--- src/hdl/tpas_pkg.sv ---
`timescale 1ns / 1ps
// tpas_pkg: shared types and constants for the table phase accumulator synth.
// No dependencies.

package tpas_pkg;

	localparam int LEN_W    = 13;  // table_len register and effective length
	localparam int STEP_W   = 12;  // phase_step / start_phase registers
	localparam int IDX_W    = 12;  // entry_index field
	localparam int VAL_W    = 16;  // entry_value field
	localparam int OUT_PH_W = 12;  // phase_used field
	localparam int CFG_IDX_W = 2;

	// configuration register indexes
	localparam logic [CFG_IDX_W-1:0] REG_TABLE_LEN   = 2'd0;
	localparam logic [CFG_IDX_W-1:0] REG_PHASE_STEP  = 2'd1;
	localparam logic [CFG_IDX_W-1:0] REG_START_PHASE = 2'd2;

	// function codes of an input word; the fourth code is a no-op
	typedef enum logic [1:0] {
		OP_TICK    = 2'd0,
		OP_LOAD    = 2'd1,
		OP_RESTART = 2'd2
	} op_t;

	typedef struct packed {
		op_t              op;
		logic [IDX_W-1:0] idx;
		logic [VAL_W-1:0] val;
	} cmd_t;

	// reducer results handed to the back end
	typedef struct packed {
		logic             done;
		logic [LEN_W-1:0] step_mod;
		logic [LEN_W-1:0] phase_mod;
	} red_t;

endpackage

--- src/hdl/tpas_modred.sv ---
`timescale 1ns / 1ps
// tpas_modred: radix-2 restoring remainder unit, one bit per cycle.
// Reduces the step and the current phase modulo the table length. Depends on tpas_pkg.

module tpas_modred #(
	parameter int PH_W = 12
) (
	input  logic                        clk,
	input  logic                        arst_n,
	input  logic                        start,
	input  logic [tpas_pkg::LEN_W-1:0]  len,
	input  logic [tpas_pkg::STEP_W-1:0] step,
	input  logic [PH_W-1:0]             phase,
	output logic                        busy,
	output tpas_pkg::red_t              res
);

	localparam int LW = tpas_pkg::LEN_W;
	localparam int CW = $clog2(LW + 1);

	logic          busy_q;
	logic          done_q;
	logic [CW-1:0] cnt_q;
	logic [LW-1:0] len_q;
	logic [LW-1:0] dvd_s_q;
	logic [LW-1:0] dvd_p_q;
	logic [LW-1:0] rem_s_q;
	logic [LW-1:0] rem_p_q;
	logic [LW-1:0] step_mod_q;
	logic [LW-1:0] phase_mod_q;
	logic [LW-1:0] nxt_s;
	logic [LW-1:0] nxt_p;

	function automatic logic [LW-1:0] rem_bit(input logic [LW-1:0] rem, input logic b,
			input logic [LW-1:0] d);
		logic [LW:0] t;
		t = {rem, b};
		if (t >= {1'b0, d}) begin
			t = t - {1'b0, d};
		end
		return t[LW-1:0];
	endfunction

	assign nxt_s = rem_bit(rem_s_q, dvd_s_q[LW-1], len_q);
	assign nxt_p = rem_bit(rem_p_q, dvd_p_q[LW-1], len_q);

	always_ff @(posedge clk or negedge arst_n) begin
		if (!arst_n) begin
			busy_q     <= 1'b0;
			done_q     <= 1'b0;
			cnt_q      <= '0;
			step_mod_q <= LW'(1);
		end else begin
			done_q <= 1'b0;
			if (start) begin
				busy_q <= 1'b1;
				cnt_q  <= CW'(LW);
			end else if (busy_q) begin
				cnt_q <= cnt_q - 1'b1;
				if (cnt_q == CW'(1)) begin
					busy_q     <= 1'b0;
					done_q     <= 1'b1;
					step_mod_q <= nxt_s;
				end
			end
		end
	end

	always_ff @(posedge clk) begin
		if (start) begin
			len_q   <= len;
			dvd_s_q <= LW'(step);
			dvd_p_q <= LW'(phase);
			rem_s_q <= '0;
			rem_p_q <= '0;
		end else if (busy_q) begin
			dvd_s_q <= dvd_s_q << 1;
			dvd_p_q <= dvd_p_q << 1;
			rem_s_q <= nxt_s;
			rem_p_q <= nxt_p;
			if (cnt_q == CW'(1)) begin
				phase_mod_q <= nxt_p;
			end
		end
	end

	assign busy          = start || busy_q;
	assign res.done      = done_q;
	assign res.step_mod  = step_mod_q;
	assign res.phase_mod = phase_mod_q;

endmodule

--- config.mk ---
export PLATFORM = sky130hd
export DESIGN_NAME = tpas_modred
export DESIGN_NICKNAME = d
export VERILOG_FILES = /design/src/hdl/tpas_pkg.sv /design/src/hdl/tpas_modred.sv
export SDC_FILE = /design/constraint.sdc
export NUM_CORES = 1
export LEC_CHECK = 0
export BUFFER_PORTS_ARGS = -buffer_cell sky130_fd_sc_hd__buf_4
export CAP_MARGIN = 0
export CORE_ASPECT_RATIO = 0.8
export CORE_UTILIZATION = 30
export DETAILED_ROUTE_END_ITERATION = 8
export PLACE_DENSITY = 0.45
export SLEW_MARGIN = 0
export SYNTH_ARGS = -nofsm -noshare
export SYNTH_HDL_FRONTEND = slang
export SYNTH_SLANG_ARGS = --single-unit
export TNS_END_PERCENT = 50
--- constraint.sdc ---
create_clock -name clk -period 2.85 [get_ports clk]
set_clock_uncertainty 0.15 [all_clocks]
set_input_delay 0.1425 -clock clk [delete_from_list [all_inputs] [get_ports clk]]
set_output_delay 0.1425 -clock clk [all_outputs]
set_load 0.01 [all_outputs]
=== Yosys cells after proc, flatten, opt, wreduce, memory -nomap -nowiden ===
Cells that the tools add are included.

* Register bits: 97
* Input port bits: 40
* Output and inout bits: 28
* Logic and storage cells: 36

* Add/subtract/negate cells: 3
* Magnitude comparators: 2
* Equality and inequality tests: 1
* Multiplexer cells: 14
* Bitwise operators: 1
* Reductions and logical operators: 3

{| class="wikitable"
|+ Operators with widths
! kind !! number
|-
| 12-bit two-way mux || 4
|-
| 14-bit by 13-bit >= comparator with 1-bit output || 2
|-
| 13-bit two-way mux || 2
|-
| 13-bit subtractor || 2
|-
| 4-bit two-way mux || 2
|-
| 1-bit two-way mux || 6
|-
| 4-bit by 1-bit equality test with 1-bit output (second input constant) || 1
|-
| 4-bit by 1-bit subtractor with 4-bit output (second input constant) || 1
|-
| 3-bit AND reduction || 1
|-
| 2-bit nonzero test || 1
|-
| 1-bit logical OR || 1
|-
| 1-bit inverter || 1
|}

=== Depth between registers and ports, before layout ===
* Word-level depth: 4
* Depth in mapped cells: 11
* Mapped depth without buffers: 9

=== Worst setup path before layout ===
OpenSTA, ideal clock, no wires.

* Path kind: register -> register
* Start: register len_q[0]
* End: register phase_mod_q[12] (data pin)
* Setup time: 0.260 ns
* Arrival: 2.280 ns
* Required time: 2.440 ns
* Path slack: 0.160 ns
* Stages on the path, launching flop included: 9
* Path buffers: 0
* Clock period less this slack: 2.690 ns
* Cells stage by stage: edfxtp_1 -> ha_1 -> fa_1 -> nand2b_1 -> a211oi_2 -> o21ai_0 -> o31ai_1 -> xor2_1 -> mux2_2

* Word-level cells in the longest chain between the ends: 2
* Elaborated cells between the ends (all ways): 3
* Those cells by class: add/sub: 1; order compare: 1; mux: 1

{| class="wikitable"
|+ Ends and longest elaborated chain
! element !! line !! source
|-
| start: declaration || tpas_modred.sv:24 || <nowiki>logic [LW-1:0] len_q;</nowiki>
|-
| start signal: assignment || tpas_modred.sv:71 || <nowiki>len_q <= len;</nowiki>
|-
| 13-bit subtractor / 14-bit by 13-bit >= comparator with 1-bit output (equally long branches) || tpas_modred.sv:39, tpas_modred.sv:38 ||
|-
| 13-bit two-way mux * || tpas_modred.sv:38 || <nowiki>if (t >= {1'b0, d}) begin</nowiki>
|-
| named net nxt_p[12] || tpas_modred.sv:32 || <nowiki>logic [LW-1:0] nxt_p;</nowiki>
|-
| end signal: assignment || tpas_modred.sv:82 || <nowiki>phase_mod_q <= nxt_p;</nowiki>
|-
| end: declaration || tpas_modred.sv:30 || <nowiki>logic [LW-1:0] phase_mod_q;</nowiki>
|}

Mark *: on every way through the listed nets, which the timed path passes. The rest lies on a longest branch.
A chain may end at the register's enable or synchronous reset.

=== Worst setup path in the final report ===
* Start: register len_q[0]
* End: register phase_mod_q[10] (data pin)

The elaborated chain is that of the path after synthesis.

==> results.ini <==
[yosys]
synth_simple_gate_area_share_pct = 14.0
largest_family_of_logic_cells_by_synthesized_area = compound AO/OA/AOI/OAI gates
synthesized_instance_count = 533
multiplexer_fraction_of_the_synthesized_cell_area_pct = 6.84
sequential_area_share_after_synthesis_pct = 45.5
yosys.area.top_type = sky130_fd_sc_hd__edfxtp_1
synthDistinctLibCells = 75
synth.ff_latch_count = 97
post_synth.cell_area_avg_um2 = 10.5
ys_warn_count = 0
syn-num-nets = 603
post_synth_xor_area_fraction_pct = 2.20
post_synth_edffs = 50
synth_top_flop_cell = sky130_fd_sc_hd__edfxtp_1
asyncSetResetFlopFracSynth_pct = 19.6
synth.cell_area_mm2 = 0.00558
yosys.area.top_type_share_pct = 26.9
synth_compound_area_share_pct = 19.6
netlist_top_cells_area = sky130_fd_sc_hd__edfxtp_1 27%, sky130_fd_sc_hd__dfxtp_1 10%, sky130_fd_sc_hd__dfrtp_1 8.1%
yosys.area_share.adder_pct = 6.99

[worst_setup_path]
slowest_delay_ns = 0.43
timing.setup.critical_path_class = flip-flop to flip-flop
timing.critical_path.fanout_max = 3
setup.worst_path.start_class = flip-flop
type_of_destination_of_the_critical_path = flip-flop
worstPathBufferInverterCount = 1
critPathSlowestCell = sky130_fd_sc_hd__edfxtp_1
ordered_list_of_cells_on_the_worst_path = ha_2 > fa_1 > nand2b_4 > a211oi_4 > buf_4 > o21ai_0 > nor2b_1 > xnor2_1 > mux2_2
critical_path_required_ns = 2.80
timing.critical_path.max_delay_family = adder cells
critical_path_arrival_ns = 2.68

[cells_and_area]
nets = 716
area_growth_pct = 28.6
utilization_pct = 39.5
fillerInstances = 1800
stdcell_count = 881
ff_latch_area_mm2 = 0.00254
area_of_the_multi_input_gates_mm2 = 0.00282
final_antenna_diode_count = 0
drive_gt1_share_pct = 26.1
final_cell_area_mm2 = 0.00718

[sta]
final_critical_path_setup_slack_ns = 0.124
rsz_0062_raised_after_global_routing = no
period_needed_ns = 2.73
max_freq_mhz = 367
final_min_period_over_clock_period_pct = 95.6
timing.final.setup_violations = 0
timing.final.hold_violations = 0
timing.slew.headroom_pct = 59.9
slew_viol_final = 0
max_slew.worst_pin.slew_ns = 0.600
finalHoldWorstSlack_ns = 0.0512
tns_ns = 0

[drt]
route.vias.total = 4521
drt_drc_violations_left = 0
detail_route.wirelength.met1_um = 7830
postRouteWirelength_um = 15100
wl_per_cell_um = 17.2
met3RoutedLength_um = 535
drt_first_iter_violations = 229
dr.max_layer_used = met4
detailedRoute.firstPassIterationCount = 4
routed-wl-met2_um = 6600
routed_via_density = 5.13
antenna_left = 0

[clock_network]
clock_slew_at_reported_path_ffs_ns = 0.07
total_clock_buffers_created_by_cts = 9
tritoncts_clock_tree = built
cts.sinks = 97
longest_clk_path_bufs = 2
cts-htree-levels = 3
clock_latency_ns = 0.36
cts-root-buf = sky130_fd_sc_hd__clkbuf_16

[global_routing]
grt_usage_pct = 16.3
grt_start_max_net_pins = 47
first_pass_grt_wire_length_um = 23800
antenna_violations_before_repair = 0
grt.overflow.total = 0
number_of_global_route_vias_before_repair = 4345

[power]
netSwitchingFraction_pct = 38.3
static-leakage-power_nw = 3.10
power_report.internal_total_mw = 3.76
pwr-share-seq_pct = 32.4
maximum_vdd_drop_mv = 0.282
net-switching-power_mw = 2.33
power_per_cell_area_mw_per_mm2 = 848
clkPwrFrac_pct = 20.7
design_power_total_mw = 6.09
p_comb_share_pct = 46.9

[hold_path]
timing.hold.worst.class = input pin to async pin

[place]
placement.io_buffers = 67
post-dp-hpwl_um = 10700
placedCellCount = 823
placed_area_mm2 = 0.00643
place_ws_ns = -0.0417
gp_congestion = 0.807

[die]
die-area_mm2 = 0.0192
fp.coreArea_mm2 = 0.0182
width_of_the_chip_um = 155
floorplan.initialDensity_pct = 30.7
die_y_um = 124
ios = 68
placementRows = 44

[outcome]
run_status = complete, no violations

[flow_run]
max_cap_violations = 0

## layout by cell type (no fill, tap or decap), drive strengths merged, types with 8 or more instances in the layout
master / synthesis / routed
nand4: 8 / 8
o21a: 11 / 11
dlygate4sd3: 0 / 38
and3: 10 / 10
inv: 27 / 27
nand3: 21 / 21
edfxtp: 50 / 50
nor2b: 9 / 9
o211ai: 12 / 12
a31oi: 8 / 8
dfrtp: 18 / 18
xnor2: 13 / 13
a311oi: 11 / 11
mux2: 30 / 30
dfxtp: 28 / 28
ha: 28 / 28
buf: 18 / 95
nand2: 38 / 39
o21ai: 21 / 21
clkbuf: 14 / 12
a21oi: 25 / 25
nor2: 47 / 47
## registers in the layout, summed over array words and instances, names as in the netlist
signal       flops
dvd_p_q         13
dvd_s_q         13
len_q           13
phase_mod_q     13
rem_p_q         13
rem_s_q         13
step_mod_q      13
cnt_q            4
busy_q           1
done_q           1
## cell type report
cell class                 count  area share [%]
clock inverter                 4           0.732
timing repair buffer         133            15.8
sequential                    97            35.3
clock buffer                  12            3.43
inverter                      27            1.41
multi-input combinational    378            39.3
tap                          230            4.01
## worst reg2reg max path, cell delays in order (launching register included)
cell and delay [ns]:
sky130_fd_sc_hd__edfxtp_1 0.43, sky130_fd_sc_hd__ha_2 0.23, sky130_fd_sc_hd__fa_1 0.39, sky130_fd_sc_hd__nand2b_4 0.17, sky130_fd_sc_hd__a211oi_4 0.31, sky130_fd_sc_hd__buf_4 0.17
sky130_fd_sc_hd__o21ai_0 0.06, sky130_fd_sc_hd__nor2b_1 0.16, sky130_fd_sc_hd__xnor2_1 0.14, sky130_fd_sc_hd__mux2_2 0.27
## power groups by stage
stage               sequential (mW)  clock [mW]  combinational (mW)
global placement               2.00           0                2.66
finish                         1.98        1.26                2.85
detailed placement             2.00           0                2.67
CTS                            1.97        1.30                2.75
global route                   2.00        1.34                3.15
floorplan                      1.91           0                1.96
## timing repair
action	CTS	global route
resized for setup	3	7
gates cloned	0	1
hold buffers	38	0
pin swaps	1	5
hold endpoints to repair	56	0
setup buffers	0	3
endpoints found under the setup margin	11	21
## cells by family (layout without fill, tap and decap cells)
group / Yosys count / count (layout)
XOR/XNOR: 14 / 14
buffers and inverters: 59 / 176
adder cells (fa/ha/maj): 30 / 30
AO/OA/AOI/OAI: 141 / 141
AND/OR/NAND/NOR: 158 / 159
flip-flops: 97 / 97
multiplexers: 34 / 34
## per-layer routing
layer  global-route usage [%]  up-vias
met3                     3.34       13
met4                     4.70        0
li1                         -     2211
met2                     24.7       72
met1                     23.5     2225
met5                        0        -
## worst paths after layout
kind                                          from                         to  slack, ns  depth (start not counted)
max                             len_q[0]$_DFFE_PP_  phase_mod_q[10]$_DFFE_PP_       0.12                          9
max in group asynchronous                   arst_n  step_mod_q[0]$_DFFE_PN1P_       2.23                          2
max reg2reg                     len_q[0]$_DFFE_PP_  phase_mod_q[10]$_DFFE_PP_       0.12                          9
min                                         arst_n       cnt_q[0]$_DFFE_PN0P_       0.05                          2
min in group clk                             start   dvd_s_q[12]$_SDFFE_PP0P_       0.18                          3
min reg2reg                rem_p_q[0]$_SDFFE_PP0P_    rem_p_q[0]$_SDFFE_PP0P_       0.35                          2
## cells in the mapped netlist (5+ instances only)
cell	number
sky130_fd_sc_hd__a311oi_2	7
sky130_fd_sc_hd__o21ai_1	6
sky130_fd_sc_hd__a31oi_1	8
sky130_fd_sc_hd__nand4_1	8
sky130_fd_sc_hd__buf_1	5
sky130_fd_sc_hd__nand2_1	37
sky130_fd_sc_hd__dfxtp_1	28
sky130_fd_sc_hd__a21oi_1	22
sky130_fd_sc_hd__buf_2	5
sky130_fd_sc_hd__inv_1	26
sky130_fd_sc_hd__a211o_1	5
sky130_fd_sc_hd__nand2b_1	7
sky130_fd_sc_hd__nand3_1	19
sky130_fd_sc_hd__nor2_1	47
sky130_fd_sc_hd__o211ai_1	12
sky130_fd_sc_hd__edfxtp_1	50
sky130_fd_sc_hd__ha_1	28
sky130_fd_sc_hd__nor2b_1	9
sky130_fd_sc_hd__a21o_1	7
sky130_fd_sc_hd__clkbuf_1	13
sky130_fd_sc_hd__mux2_2	27
sky130_fd_sc_hd__dfrtp_1	18
sky130_fd_sc_hd__xnor2_1	13
sky130_fd_sc_hd__and3_1	9
sky130_fd_sc_hd__o21a_1	10
sky130_fd_sc_hd__o21ai_0	15
No activity file was read; power rests on OpenSTA's default activity.
