$ cat config.mk
export PLATFORM = sky130hd
export DESIGN_NAME = tpas_fifo
export DESIGN_NICKNAME = d
export VERILOG_FILES = /design/src/hdl/tpas_fifo.sv
export SDC_FILE = /design/constraint.sdc
export NUM_CORES = 1
export LEC_CHECK = 0
export BUFFER_PORTS_ARGS = -buffer_cell sky130_fd_sc_hd__buf_4
export CAP_MARGIN = 20
export CORE_ASPECT_RATIO = 1.75
export CORE_UTILIZATION = 27
export CTS_CLUSTER_DIAMETER = 30
export DETAILED_ROUTE_END_ITERATION = 8
export GPL_TIMING_DRIVEN = 0
export HOLD_SLACK_MARGIN = 0.06
export SLEW_MARGIN = 20
export SYNTH_ARGS = -nofsm -noshare
export SYNTH_HDL_FRONTEND = slang
export SYNTH_SLANG_ARGS = --single-unit
$ cat constraint.sdc
create_clock -name clk -period 2.1 [get_ports clk]
set_clock_uncertainty 0.2 [all_clocks]
set_input_delay 0.105 -clock clk [delete_from_list [all_inputs] [get_ports clk]]
set_output_delay 0.105 -clock clk [all_outputs]
set_load 0.1 [all_outputs]
$ cat src/hdl/tpas_fifo.sv
`timescale 1ns / 1ps
// tpas_fifo: small register-based FIFO with occupancy count.
// Stand-alone; used for the command queue and the result queue.

module tpas_fifo #(
	parameter int WIDTH = 8,
	parameter int DEPTH = 4
) (
	input  logic                       clk,
	input  logic                       arst_n,
	input  logic                       wr_en,
	input  logic [WIDTH-1:0]           wr_data,
	input  logic                       rd_en,
	output logic [WIDTH-1:0]           rd_data,
	output logic                       full,
	output logic                       empty,
	output logic [$clog2(DEPTH):0]     count
);

	localparam int AW = $clog2(DEPTH);

	logic [WIDTH-1:0] mem_q [DEPTH];
	logic [AW:0]      wr_ptr_q;
	logic [AW:0]      rd_ptr_q;
	logic             do_wr;
	logic             do_rd;

	assign empty = (wr_ptr_q == rd_ptr_q);
	assign full  = (wr_ptr_q[AW-1:0] == rd_ptr_q[AW-1:0]) && (wr_ptr_q[AW] != rd_ptr_q[AW]);
	assign count = wr_ptr_q - rd_ptr_q;
	assign do_wr = wr_en && !full;
	assign do_rd = rd_en && !empty;
	assign rd_data = mem_q[rd_ptr_q[AW-1:0]];

	always_ff @(posedge clk or negedge arst_n) begin
		if (!arst_n) begin
			wr_ptr_q <= '0;
			rd_ptr_q <= '0;
		end else begin
			if (do_wr) begin
				wr_ptr_q <= wr_ptr_q + 1'b1;
			end
			if (do_rd) begin
				rd_ptr_q <= rd_ptr_q + 1'b1;
			end
		end
	end

	always_ff @(posedge clk) begin
		if (do_wr) begin
			mem_q[wr_ptr_q[AW-1:0]] <= wr_data;
		end
	end

endmodule

After elaboration in Yosys (flattened, before gate mapping) --
Memory sizes are Yosys's and may differ from the RTL's. Index checks and enable logic that the tools add are counted.
Operators by class: equal/unequal tests 3, add/subtract/negate cells 3, reduce and logical (&&, ||, !) cells 5, mux-type cells 2
Operators with widths (count):
- 3-bit by 1-bit adder with 3-bit output, second input constant | 2
- 3-bit == test | 1
- 1-bit logical AND | 3
- 3-bit subtractor | 1
- 2-bit == test | 1
- 1-bit logical NOT | 2
- 1-bit two-way mux | 2
- 1-bit != test | 1
Word-level totals: output and inout port bits 13, bits in registers 6, RAM bits 32, memories kept 1, logic and storage cells 16, input bits 12
Memories:
- mem_q | words 4, bits a word 8, rd ports 1, clocked after memory_dff 0, wr ports 1, RTL line 22 | logic [WIDTH-1:0] mem_q [DEPTH];

Depth between registers and ports, before layout --
Gate-level depths: netlist (run 1).
depth after elaboration 6, gate-level depth with buffers 6, gate-level depth less buffers 5

Least setup slack after synthesis (run 1) --
No wires, ideal clock.
path kind register to output, start reg rd_ptr_q[1], end out count[2], required time 1795 ps, arrival time 2767 ps, stages on the path, launching flop included 5, buffers on the path 1, slack -972 ps, cell sequence dfrtp_1 clkbuf_1 inv_1 fa_1 xnor2_1
On the way: cells in the longest elaborated chain, start to end 1
Ends and longest elaborated chain:
- start: declaration | RTL line 24 | logic [AW:0] rd_ptr_q;
- start signal: assignment | RTL line 44 | rd_ptr_q <= rd_ptr_q + 1'b1;
- 3-bit subtractor | RTL line 30 | assign count = wr_ptr_q - rd_ptr_q;
- end: declaration | RTL line 17 | output logic [$clog2(DEPTH):0] count
Every way passes these cells.

Final worst setup path (run 1) --
start reg rd_ptr_q[0], end out rd_data[3]
On the way: cells in the longest elaborated chain, start to end 1
Ends and longest elaborated chain:
- memory read 4 x 8 bit
- end: declaration | RTL line 14 | output logic [WIDTH-1:0] rd_data,
Every way passes these cells.

==> flow_summary.json, run 1 <==
{
  "status": "completed",
  "tightest_slew_ns": 0.359,
  "setup_violations": 0,
  "via_per_inst": 4.21,
  "grt_util_met1_pct": 10.2,
  "nFillCells": 558,
  "slew_violations": 0,
  "fp.dieArea_um2": 6290,
  "grt_setup_unrepaired": "no",
  "route.detailed.drc": 0,
  "antenna_found_initial": 0,
  "yosysTopAreaCell": "edfxtp_1",
  "cp-start-kind": "flip-flop",
  "slew_headroom_pct": 76.0,
  "yosys.area_share.simple_pct": 3.26,
  "ant_nets": 0,
  "final_cell_mix": "edfxtp_1 (32), buf_4 (23), dlygate4sd3_1 (12)",
  "vias": 880,
  "critPathCaptureType": "output pin",
  "min_period_ns": 2.02,
  "synth-adder-area-share_pct": 6.68,
  "grt.busiest_layer": "met2",
  "ios": 25,
  "yosysWarnings": 0,
  "drt_iter0_markers": 21,
  "die_x_um": 60.4,
  "cts-buffers-inserted": 5,
  "clockRootBuffer": "clkbuf_8",
  "syn-num-nets": 107,
  "whs_ns": 0.368,
  "hold_class": "in2reg",
  "use_met2_pct": 17.9,
  "use_met3_pct": 3.11,
  "synth_seq_cells": 38,
  "syn_area_um2": 1610,
  "yosysUniqueCellTypes": 20,
  "place_congestion": 0.698,
  "max_freq_mhz": 494,
  "hold_viol_final": 0,
  "fin_crit_sh_pct": 96.3,
  "drive_above_1_share_pct": 45.9,
  "critPathMaxFanout": 9,
  "area_growth_pct": 37.7,
  "cts.htree.levels": 2,
  "synthMuxAreaShare_pct": 14.4,
  "hpwl_mm": 2.03,
  "avgSynthCellArea_um2": 18.5,
  "fin_tns_setup_ns": 0,
  "numClockSinks": 38,
  "wl_per_cell_um": 13.9,
  "worstSkewPairLatency_ns": 0.28,
  "cts_tree": "built",
  "grt_pass1_wl_mm": 4.46,
  "grt_overflow": 0,
  "clockBufferDepth": 2,
  "n_antenna_cell": 0,
  "core_area_um2": 5680,
  "cp.arrival_ns": 1.72,
  "synth_top_area_share_pct": 59.6,
  "critPathRequiredTime_ns": 1.79,
  "critPathKind": "reg2out",
  "grt_max_degree": 13,
  "ys_seq_area_share_pct": 68.9,
  "first_global_vias": 991,
  "drt_pass1_iterations": 4,
  "start_util_pct": 28.4,
  "finalNetCount": 152,
  "wirelength_mm": 2.92,
  "track_usage_pct": 10.1,
  "utilization_pct": 39.1,
  "die_y_um": 104,
  "synth_cells": 87,
  "max-cap-violations": 0,
  "synth_xor_area_share_pct": 2.64,
  "dp_worst_setup_slack_ns": -0.610,
  "io_buffers": 24,
  "synth_compound_area_share_pct": 1.71,
  "final_common_cell": "edfxtp_1",
  "synth_top_family_by_area": "multiplexers",
  "setup_ws_ns": 0.0773,
  "rows": 36,
  "synthTopCellsByArea": "edfxtp_1 (60%), mux4_2 (11%), dfrtp_1 (9.3%)",
  "clkSlewWorstSetupHoldPaths_ns": 0.07
}
-- synthesized netlist by cell type --
master and n:
a31o_2 1, and3_1 4, buf_2 1, clkbuf_1 1, dfrtp_1 6, edfxtp_1 32, fa_1 1, ha_1 7
inv_1 8, mux2_2 1, mux2_4 2, mux2i_1 1, mux4_2 8, nand2_1 5, nand3_1 1, nor2_1 1
o21ai_0 2, o21ai_2 1, xnor2_1 3, xor2_2 1
-- state kept, by name (all words and copies together) (netlist names) --
name and flops:
rd_ptr_q 3, mem_q 32, wr_ptr_q 3
-- cells by family (layout without fill, tap and decap cells) --
kind of cell,Yosys count,in the layout
adder cells (fa/ha/maj),8,8
buffers and inverters,10,56
AO/OA/AOI/OAI,4,4
multiplexers,12,12
XOR/XNOR,4,4
AND/OR/NAND/NOR,11,11
flip-flops,38,38
-- metal layers --
layer / vias to the layer above / wire [um]
met4: 0 / 37
met2: 26 / 1630
li1: 414 / -
met1: 434 / 1120
met3: 6 / 129
met5: - / 0
-- critical path, cell delays in order (launching register included) --
cell and delay (ns):
dfrtp_1 0.40, buf_4 0.25, mux4_2 0.53, buf_4 0.25
-- repair_timing --
action,in CTS,in global routing
endpoints found under the hold margin,43,0
pin swaps,0,2
setup buffers,1,1
resized for setup,17,4
endpoints found under the setup margin,50,28
hold buffers,12,0
-- layout make-up --
type / count / area [um2] / area share (%)
Timing Repair Buffer: 38 / 347 / 15.6
Clock inverter: 3 / 16.3 / 0.733
Sequential cell: 38 / 1110 / 50.1
Tap cell: 76 / 95.1 / 4.28
Buffer: 2 / 21.3 / 0.958
Multi-Input combinational cell: 39 / 527 / 23.7
Clock buffer: 5 / 68.8 / 3.10
Inverter: 8 / 33.8 / 1.52
-- final timing paths --
path	start	slack [ns]	to	cells after the start
worst min register to register	rd_ptr_q[2]	0.43	rd_ptr_q[2]	2
worst max register to register	rd_ptr_q[1]	0.15	mem_q[1][0]	5
worst max-delay path	rd_ptr_q[0]	0.08	rd_data[3]	3
max in group asynchronous	arst_n	0.93	wr_ptr_q[2]	3
min in group asynchronous	arst_n	0.56	wr_ptr_q[0]	3
worst min-delay path	wr_data[4]	0.37	mem_q[0][4]	2
-- stage by stage --
step / std cells / area [um2]
after detailed placement: 187 / 1920
after CTS: 208 / 2180
after floorplan: 87 / 1640
final: 209 / 2220
after global placement: 187 / 1920
after global routing: 209 / 2220
Power of run 1 is not shown: default switching activity piles up to over one toggle a cycle in this logic, so the estimate is an artifact.
==> run 2: changes to the inputs <==
--- a/config.mk
+++ b/config.mk
@@ -7,7 +7,6 @@
 export LEC_CHECK = 0
 export BUFFER_PORTS_ARGS = -buffer_cell sky130_fd_sc_hd__buf_4
 export CAP_MARGIN = 20
-export CORE_ASPECT_RATIO = 1.75
 export CORE_UTILIZATION = 27
 export CTS_CLUSTER_DIAMETER = 30
 export DETAILED_ROUTE_END_ITERATION = 8
==> flow_summary.json, run 2 (synthesis gave the netlist of run 1 again) <==
{
  "status": "completed",
  "start_util_pct": 28.6,
  "hold_class": "in2reg",
  "layout.cells.non_filler": 206,
  "clockBufferDepth": 2,
  "stdcell_area_um2": 2280,
  "critPathKind": "reg2out",
  "min_to": "mem_q[3][4]",
  "worstSkewPairLatency_ns": 0.28,
  "rows": 27,
  "cp-start-kind": "flip-flop",
  "cp.arrival_ns": 1.71,
  "max_freq_mhz": 496,
  "holdPathStages": 2,
  "final_common_cell": "edfxtp_1",
  "critPathCaptureType": "output pin",
  "tightest_slew_ns": 0.367,
  "vias": 885,
  "clkSlewWorstSetupHoldPaths_ns": 0.08,
  "wl_per_cell_um": 14.0,
  "final_cell_mix": "edfxtp_1 (32), buf_4 (23), dlygate4sd3_1 (12)",
  "whs_ns": 0.371,
  "slew_violations": 0,
  "hold_start": "wr_data[4]",
  "grt_max_degree": 14,
  "r2r_setup_slack_ns": 0.15,
  "multi_input_comb_area_um2": 527,
  "fin_crit_sh_pct": 96.1,
  "placed_area_um2": 1910,
  "hold_viol_final": 0,
  "critPathRequiredTime_ns": 1.79,
  "slew_headroom_pct": 75.5,
  "core_area_um2": 5640,
  "ant_nets": 0,
  "drt_pass1_iterations": 4,
  "route.detailed.drc": 0,
  "area_growth_pct": 41.4,
  "numClockSinks": 38,
  "grt_overflow": 0,
  "largest_register_ffs": 32,
  "track_usage_pct": 10.3,
  "n_antenna_cell": 0,
  "critPathMaxFanout": 10,
  "startpoint": "rd_ptr_q[1]",
  "die_x_um": 79.3,
  "finalNetCount": 153,
  "die_y_um": 79.3,
  "setup_violations": 0,
  "max-cap-violations": 0,
  "dp_cells": 183,
  "place_congestion": 0.726,
  "antenna_found_initial": 0,
  "drive_above_1_share_pct": 47.0,
  "ios": 25,
  "clockRootBuffer": "clkbuf_8",
  "cts_tree": "built",
  "cts-buffers-inserted": 5,
  "rr_endpoint": "mem_q[3][1]",
  "fp.dieArea_um2": 6280,
  "min_period_ns": 2.02,
  "via_per_inst": 4.30,
  "grt_pass1_wl_mm": 4.68,
  "hpwl_mm": 1.92,
  "worstRegToRegCells": 5,
  "nFillCells": 503,
  "drt_iter0_markers": 22,
  "wirelength_mm": 2.89,
  "r2r-start": "rd_ptr_q[1]",
  "io_buffers": 24,
  "first_global_vias": 937,
  "cts.htree.levels": 2,
  "area.sequential_um2": 1110
}
-- run 2: cell count changes in the layout (fill, tap and decap cells not counted), sizes merged --
| cell | change |
|---|---|
| buf | +1 |
| bufinv | +2 |
| clkinvlp | -1 |
| clkinv | -1 |
-- run 2: per-layer routing --
| metal | track usage, % | share of wire [%] | vias up |
|---|---|---|---|
| met3 | 2.76 | 5.6 | 2 |
| met5 | 0 | 0 | - |
| met2 | 17.2 | 49 | 31 |
| li1 | - | - | 416 |
| met1 | 12.9 | 46 | 436 |
| met4 | 3.27 | 0.21 | 0 |
-- run 2: repair_timing --
| action | 4_1_cts | 5_1_grt |
|---|---|---|
| setup endpoints to repair | 50 | 12 |
| pin swaps | 0 | 2 |
| buffers inserted | 1 | 2 |
| hold buffers | 12 | 0 |
| endpoints found under the hold margin | 43 | 0 |
| resized for setup | 18 | 4 |
-- run 2: cell type report --
| class | instances | share of cell area, % |
|---|---|---|
| buffer | 2 | 1.10 |
| clock buffer | 5 | 3.02 |
| clock inverter | 3 | 3.02 |
| inverter | 8 | 1.48 |
| multi-input combinational | 39 | 23.1 |
| sequential | 38 | 48.8 |
| tap | 72 | 3.95 |
| timing repair buffer | 39 | 15.5 |
-- run 2: through the flow --
stage	worst slack, ns	TNS (ns)	util (%)
after floorplan	-0.0363	-1.17	-
after global placement	-0.542	-18.59	33.9
after detailed placement	-0.594	-20.49	33.9
after CTS	0.0112	0	39.6
after global routing	-0.00579	-0.00579	40.4
final	0.0826	0	40.4
-- run 2: worst max-delay path by stage --
| stage | end | slack (ns) | depth (start not counted) |
|---|---|---|---|
| floorplan | mem_q[0][0] | -0.04 | 5 |
| global placement | mem_q[3][1] | -0.54 | 5 |
| detailed placement | mem_q[3][1] | -0.59 | 5 |
| CTS | full | 0.01 | 4 |
| global route | count[2] | -0.006 | 6 |
| finish | count[1] | 0.08 | 4 |
-- run 2: worst max-delay path, cell delays in order, from the launching register on --
cell and delay (ns):
dfrtp_1 0.37, clkbuf_8 0.19, inv_1 0.10, fa_2 0.54, buf_6 0.22
Power of run 2 is left out for the same reason.
==> run 3: changes to the inputs <==
--- a/config.mk
+++ b/config.mk
@@ -10,7 +10,6 @@
 export CORE_UTILIZATION = 27
 export CTS_CLUSTER_DIAMETER = 30
 export DETAILED_ROUTE_END_ITERATION = 8
-export GPL_TIMING_DRIVEN = 0
 export HOLD_SLACK_MARGIN = 0.06
 export SLEW_MARGIN = 20
 export SYNTH_ARGS = -nofsm -noshare
==> flow_summary.json, run 3 (synthesis gave the netlist of run 1 again) <==
{
  "clkSlewWorstSetupHoldPaths_ns": 0.08,
  "final_cell_mix": "edfxtp_1 (32), buf_4 (29), dlygate4sd3_1 (12)",
  "critPathKind": "reg2out",
  "hpwl_mm": 2.08,
  "max_freq_mhz": 492,
  "dp_cells": 188,
  "hold_class": "in2reg",
  "nFillCells": 514,
  "area_growth_pct": 38.9,
  "critPathRequiredTime_ns": 1.79,
  "place_congestion": 0.789,
  "wl_per_cell_um": 14.3,
  "tightest_slew_ns": 0.305,
  "grt_max_degree": 13,
  "grt_overflow": 0,
  "drt_pass1_iterations": 4,
  "start_util_pct": 28.6,
  "ios": 25,
  "rows": 27,
  "track_usage_pct": 11.0,
  "multi_input_comb_area_um2": 490,
  "numClockSinks": 38,
  "stdcell_area_um2": 2240,
  "antenna_found_initial": 0,
  "layout.cells.non_filler": 209,
  "area.sequential_um2": 1110,
  "n_antenna_cell": 0,
  "route.detailed.drc": 0,
  "core_area_um2": 5640,
  "status": "completed",
  "cp.arrival_ns": 1.73,
  "cts.htree.levels": 2,
  "clockRootBuffer": "clkbuf_8",
  "finalNetCount": 156,
  "grt_setup_unrepaired": "yes",
  "die_x_um": 79.3,
  "cp-start-kind": "flip-flop",
  "placed_area_um2": 1960,
  "cts-buffers-inserted": 5,
  "via_per_inst": 4.24,
  "wirelength_mm": 3.00,
  "fp.dieArea_um2": 6280,
  "max-cap-violations": 0,
  "critPathCaptureType": "output pin",
  "io_buffers": 24,
  "critPathMaxFanout": 3,
  "clockBufferDepth": 2,
  "largest_register_ffs": 32,
  "fin_tns_setup_ns": 0,
  "whs_ns": 0.367,
  "fin_crit_sh_pct": 96.8,
  "hold_viol_final": 0,
  "first_global_vias": 1011,
  "setup_violations": 0,
  "ant_nets": 0,
  "vias": 886,
  "die_y_um": 79.3,
  "slew_violations": 0,
  "drive_above_1_share_pct": 42.3,
  "final_common_cell": "edfxtp_1",
  "drt_iter0_markers": 24,
  "slew_headroom_pct": 79.6,
  "worstSkewPairLatency_ns": 0.29,
  "grt_pass1_wl_mm": 4.97,
  "min_period_ns": 2.03,
  "cts_tree": "built"
}
[run 3: area by class of cell]
class	count	area share (%)
clock buffers	5	3.07
clock inverters	3	2.85
inverters	8	1.51
multi-input cells	39	21.9
flip-flops and latches	38	49.6
well taps	72	4.02
repair buffers	44	17.0
[run 3: worst paths after layout]
check	endpoint	slack (ns)	startpoint	cells after the start
hold reg to reg	rd_ptr_q[2]	0.38	rd_ptr_q[2]	2
max in group asynchronous	rd_ptr_q[2]	0.91	arst_n	3
hold / removal	mem_q[0][2]	0.37	wr_data[2]	2
setup / recovery	count[2]	0.07	wr_ptr_q[0]	6
min in group asynchronous	rd_ptr_q[0]	0.56	arst_n	3
setup reg to reg	mem_q[3][0]	0.16	wr_ptr_q[1]	4
[run 3: metrics by stage]
stage | setup WS, ns | utilization (%)
floorplan | -0.0363 | -
global placement | 0.239 | 34.7
detailed placement | 0.145 | 34.7
CTS | 0.0203 | 39.6
global route | -0.0146 | 39.7
finish | 0.0678 | 39.7
[run 3: metal layers]
layer,global-route usage (%),vias up,wire [um]
li1,-,422,-
met1,12.7,434,1340
met2,18.9,25,1480
met3,3.10,5,135
met4,4.91,0,40
met5,0,-,0
[run 3: worst max-delay path, stage by stage (launching register included)]
cell     delay (ns)
dfrtp_1        0.40
inv_2          0.08
ha_1           0.15
inv_1          0.05
fa_2           0.38
xnor2_4        0.20
buf_12         0.19
[run 3: timing repair]
item / in CTS / in global routing
endpoints found under the hold margin: 43 / 0
hold buffers: 12 / 0
gates resized for setup: 4 / 2
setup buffers: 1 / 0
endpoints found under the setup margin: 2 / 3
gates cloned: 0 / 0
Power of run 3 is left out for the same reason.
